### config.mk
export PLATFORM = sky130hd
export DESIGN_NAME = lcdcd_chip
export DESIGN_NICKNAME = d
export VERILOG_FILES = /design/src/rtl/lcdcd_pkg.sv /design/src/rtl/lcdcd_chip.sv
export SDC_FILE = /design/constraint.sdc
export NUM_CORES = 2
export LEC_CHECK = 0
export BUFFER_PORTS_ARGS = -buffer_cell sky130_fd_sc_hd__buf_2
export CAP_MARGIN = 20
export CORE_MARGIN = 2
export CORE_UTILIZATION = 43
export CTS_CLUSTER_SIZE = 24
export DETAILED_ROUTE_END_ITERATION = 10
export SETUP_SLACK_MARGIN = 0.05
export SLEW_MARGIN = 30
export SYNTH_ARGS = -nofsm -noshare
export SYNTH_HDL_FRONTEND = slang
export SYNTH_SLANG_ARGS = --single-unit
### constraint.sdc
create_clock -name i_clk -period 7.25 [get_ports i_clk]
set_input_delay 1.8125 -clock i_clk [delete_from_list [all_inputs] [get_ports i_clk]]
set_output_delay 1.8125 -clock i_clk [all_outputs]
set_load 0.02 [all_outputs]
### src/rtl/lcdcd_pkg.sv
// shared types and constants for the ganged lcd column driver bank
package lcdcd_pkg;

    localparam int DEF_NUM_CHIPS = 10;
    localparam int DEF_COLUMNS   = 50;
    localparam int PAGES         = 4;
    localparam int PAGE_W        = 2;
    localparam int COL_W         = 6;
    localparam int MEM_AW        = PAGE_W + COL_W;
    localparam int MEM_DEPTH     = 1 << MEM_AW;
    localparam int CS_W          = 10;

    typedef enum logic [2:0] {
        OP_CMD_WR    = 3'd0,
        OP_DATA_WR   = 3'd1,
        OP_STATUS_RD = 3'd2,
        OP_DATA_RD   = 3'd3,
        OP_SEL_LO    = 3'd4,
        OP_SEL_HI    = 3'd5
    } t_opcode;

    localparam logic [7:0] CMD_COUNT_DIR  = 8'h32;
    localparam logic [7:0] CMD_DISPLAY    = 8'h38;
    localparam logic [7:0] CMD_COUNT_INV  = 8'h3a;
    localparam logic [7:0] CMD_START_MASK = 8'h3e;
    localparam logic [7:0] STAT_DOWN      = 8'h40;
    localparam logic [7:0] STAT_ON        = 8'h20;
    localparam logic [7:0] STAT_BASE      = 8'h0f;
    localparam logic [7:0] NO_CHIP_READ   = 8'hff;

    typedef struct packed {
        logic       en;
        logic [2:0] op;
        logic [7:0] dat;
    } t_chip_req;

endpackage

### src/rtl/lcdcd_chip.sv
// one column driver chip: control state and its page/column display memory
module lcdcd_chip #(
    parameter int COLUMNS = lcdcd_pkg::DEF_COLUMNS
) (
    input  logic                         i_clk,
    input  logic                         i_rst_n,
    input  lcdcd_pkg::t_chip_req         i_req,
    input  logic                         i_clr_en,
    input  logic [lcdcd_pkg::MEM_AW-1:0] i_clr_addr,
    output logic [7:0]                   o_rd_data,
    output logic [7:0]                   o_status
);
    import lcdcd_pkg::*;

    localparam logic [COL_W-1:0] LAST_COL = COL_W'(COLUMNS - 1);

    logic [7:0]        r_mem [MEM_DEPTH];
    logic [7:0]        r_rd;
    logic [COL_W-1:0]  r_col, r_latch, n_col, n_step;
    logic [PAGE_W-1:0] r_page, r_start, n_page, n_start;
    logic              r_down, r_on, n_down, n_on;
    logic [COL_W-1:0]  cmd_col;

    always_comb begin
        if (!r_down) begin
            n_step = (r_col == LAST_COL) ? '0 : r_col + 1'b1;
        end else begin
            n_step = (r_col == '0) ? LAST_COL : r_col - 1'b1;
        end
    end

    assign cmd_col = (i_req.dat[COL_W-1:0] > LAST_COL) ? LAST_COL : i_req.dat[COL_W-1:0];

    always_comb begin
        n_col   = r_col;
        n_page  = r_page;
        n_start = r_start;
        n_down  = r_down;
        n_on    = r_on;
        if (i_req.en) begin
            case (i_req.op)
                OP_CMD_WR: begin
                    if (i_req.dat[7:1] == CMD_COUNT_DIR[7:1]) begin
                        n_down = i_req.dat[0];
                    end else if (i_req.dat[7:1] == CMD_DISPLAY[7:1]) begin
                        n_on = i_req.dat[0];
                    end else if (i_req.dat[7:1] == CMD_COUNT_INV[7:1]) begin
                        n_down = ~i_req.dat[0];
                    end else if ((i_req.dat & CMD_START_MASK) == CMD_START_MASK) begin
                        n_start = i_req.dat[7:6];
                    end else begin
                        n_page = i_req.dat[7:6];
                        n_col  = cmd_col;
                    end
                end
                OP_DATA_WR, OP_DATA_RD: n_col = n_step;
                default: ;
            endcase
        end
    end

    always_ff @(posedge i_clk) begin
        if (!i_rst_n) begin
            r_col   <= '0;
            r_latch <= '0;
            r_page  <= '0;
            r_start <= '0;
            r_down  <= 1'b0;
            r_on    <= 1'b0;
        end else begin
            r_col   <= n_col;
            r_page  <= n_page;
            r_start <= n_start;
            r_down  <= n_down;
            r_on    <= n_on;
            if (i_req.en && i_req.op == OP_DATA_RD) begin
                r_latch <= r_col;
            end
        end
    end

    always_ff @(posedge i_clk) begin
        if (i_clr_en) begin
            r_mem[i_clr_addr] <= '0;
        end else if (i_req.en && i_req.op == OP_DATA_WR) begin
            r_mem[{r_page, r_col}] <= i_req.dat;
        end
    end

    // read port: byte at the previously latched column
    always_ff @(posedge i_clk) begin
        if (i_req.en && i_req.op == OP_DATA_RD) begin
            r_rd <= r_mem[{r_page, r_latch}];
        end
    end

    assign o_rd_data = r_rd;
    assign o_status  = STAT_BASE | (r_down ? STAT_DOWN : 8'h00) | (r_on ? STAT_ON : 8'h00)
                     | {6'b0, r_start & 2'b00};

endmodule

==> metrics.md <==
| Metric | Value |
|---|---|
| Status | `complete, no violations` |
| Sequential power share | `54.7%` |
| VDD IR max | `0.000321 V` |
| Compound-Gate Fraction of Synth Area | `3.80%` |
| Reg clk slew, reported paths | `0.06 ns` |
| Post-synthesis adder-cell area fraction | `less than 1%` |
| Initial antenna violation count | `12` |
| Aggregate global routing overflow | `0` |
| Die area | `192000 um^2` |
| Bufs on Longest Clock Path | `3` |
| CP Launch Type | `input pin` |
| Die Span Y | `~440 um` |
| Switching share of power | `19.9%` |
| DR WL/cell | `30.9 um` |
| Top_reg_cell synth | `edfxtp_1` |
| Nets | `4062` |
| PwrDens | `around 260 nW/um^2` |
| Finished Core Util | `48.3%` |
| Net Sw Power | `between 4 and 5 mW` |
| Cell area after layout | `90800 um^2` |
| Share of cells above drive strength 1 | `21.9%` |
| Avg Vias per Cell | `5.99` |
| Total track usage | `a little over a fifth` |
| DP Wirelength | `125000 um` |
| Final Hold Viols | `0` |
| I/O Buffers | `32` |
| Crit path required time | `7.69 ns` |
| Post-CTS Setup Inserts | `0` |
| Final RePlAce weighted congestion | `~0.84` |
| Synth top area share | `76.0%` |
| Comb pwr share | `1.2%` |
| P_leak | `29.5 nW` |
| # rows | `approximately 160` |
| Post-Syn Instances | `around 4000` |
| Die Wd | `439 um` |
| Post-CTS resize count | `0` |
| Initial Utilization | `43.2%` |
| DRC Markers | `0` |
| First-pass GRT wire length | `between 200000 and 300000 um` |
| Tightest Hold Check Type | `register to register` |
| Crit share post-route | `63.4%` |
| Max_slew headroom | `29.3%` |
| Placeable Area | `roughly 190000 um^2` |
| Drt first pass iters | `6` |
| CTS H-Tree Depth | `4` |
| Seq cells post-synth | `approximately 2100` |
| Synthesis Warnings | `0` |
| Placement Cell Area | `~84000 um^2` |
| Ports | `39` |
| Largest net degree at the start of global routing | `roughly 160` |
| Min Clock Period, post-route | `4.60 ns` |
| Worst skew pair latency | `0.83 ns` |
| Hold Slack | `0.471 ns` |
| Asr flop ratio synth | `0%` |
| Int Pwr | `between 15 and 20 mW` |
| Mux cell area share after synthesis | `14.4%` |
| Slew @ Worst Pin | `roughly 1.1 ns` |
| P&R area growth vs syn | `11.8%` |
| Vias in the first global route | `between 30000 and 40000` |
| Critical Path End Type | `register` |
| Clock Power Share | `44.1%` |
| Synth Cell Area | `81200 um^2` |
| Slew Viols, Final | `0` |
| EDFF count, synth | `2056` |
| Most common cell after layout, fill and taps aside | `edfxtp_1` |
| Main area contributors after synthesis | `edfxtp_1 (76%), mux4_2 (12%), mux2i_1 (2.0%)` |
| Total number of vias | `40200` |
| Final Power | `23.8 mW` |
| Cts bufs inserted | `199` |
| RSZ-0062 raised after global routing | `no` |
| Hold Buf Count CTS | `0` |
| Crit path DAT | `5.04 ns` |
| Yosys top cell by area | `edfxtp_1` |
| Critical setup path kind | `input pin to register` |
| CTS root buf | `clkbuf_16` |
| Drt first-iter violations | `4712` |
| Mean post-synth cell area | `20.5 um^2` |
| Post-route setup TNS | `0 ns` |
| Largest family of logic cells by synthesized area | `multiplexers` |
| Final setup viols | `0` |
| Most frequent cells in the layout | `edfxtp_1 (2056), mux4_2 (433), nor2_1 (287)` |
| Max-cap violations | `0` |
| Routed WL | `between 200000 and 250000 um` |
| Skew final | `between 0.02 and 0.03 ns` |
| Simple-gate share of the synthesized area | `around 3.4%` |
| XOR/XNOR share of the synthesized area | `less than 1%` |
| Worst-path maximum fanout | `21` |
| Clk sink count | `roughly 2100` |
| Fmax | `0.218 GHz` |
| Final ANT Viol Nets | `0` |
| CTS tree | `done` |
| Synth cell types | `76` |
| Post-synthesis sequential area ratio | `76.4%` |
==> cells in the mapped netlist, drive strengths merged (24+ instances only) <==
library cell / instances
a21oi: 100
nand2: 81
buf: 182
mux4: 444
mux2i: 165
clkbuf: 67
a22oi: 142
nor2: 290
o221ai: 31
o22ai: 29
nand3: 30
o21ai: 27
edfxtp: 2056
nor3: 33
nand2b: 24
==> logic make-up after synthesis <==
logic type / after synthesis
flops: 2072
simple gates: 581
compound gates: 440
buf+inv: 256
mux: 610
xor+xnor: 2
other cells: 2
fa+ha+maj: 4
==> per-layer routing <==
layer / track usage [%] / wire length (um) / vias up
met5: 0 / 90 / -
met4: 6.37 / 5600 / 14
met3: 4.61 / 16100 / 311
met2: 33.8 / 99200 / 1866
met1: 30.3 / 86100 / 21300
li1: - / - / 16700
==> flip-flops by register name, indices dropped and copies added, names as in the netlist <==
name,flops
o_rd_data,8
r_col,6
r_down,1
r_latch,6
r_mem,2048
r_on,1
r_page,2
==> power groups by stage <==
stage	Sequential (mW)	Clock [mW]	Combinational (mW)
floorplan	13.3	0	0.167
CTS	13.0	10.7	0.290
finish	13.0	10.5	0.290
global route	13.0	11.1	0.306
global placement	13.3	0	0.287
detailed placement	13.3	0	0.289
==> worst paths after layout <==
check             start            end  slack, ns  cells after the start
min reg2reg  r_latch[5]     r_latch[5]       0.47                      2
max reg2reg  r_latch[0]   o_rd_data[2]       2.89                      7
max           i_req[10]  r_mem[124][4]       2.65                      6
min          r_latch[5]     r_latch[5]       0.47                      2
==> final cells by class <==
| class | instances | area (um^2) |
|---|---|---|
| Fill cell | 15200 | 97000 |
| Sequential cell | 2072 | 62100 |
| Multi-Input combinational cell | 1643 | 17700 |
| Clock buffer | 223 | 5110 |
| Tap cell | 2495 | 3120 |
| Clock inverter | 146 | 1540 |
| Timing Repair Buffer | 112 | 1160 |
| Inverter | 7 | 26.3 |
| Antenna cell | 8 | 20.0 |
==> metrics by stage <==
step                      worst slack (ns)  instances
after floorplan                      0.515       3971
after global routing                  2.61       6702
final                                 2.65       6706
after CTS                             2.68       6697
after detailed placement              1.80       6328
after global placement                1.62       6324
==> worst max-delay path, cell delays in order <==
cell and delay [ns]:
buf_2 0.12, nand3b_4 0.17, or3_2 0.70, o21ai_2 0.59, nand2_1 0.76, nor2_1 0.85
No activity file was read; power rests on OpenSTA's default activity.
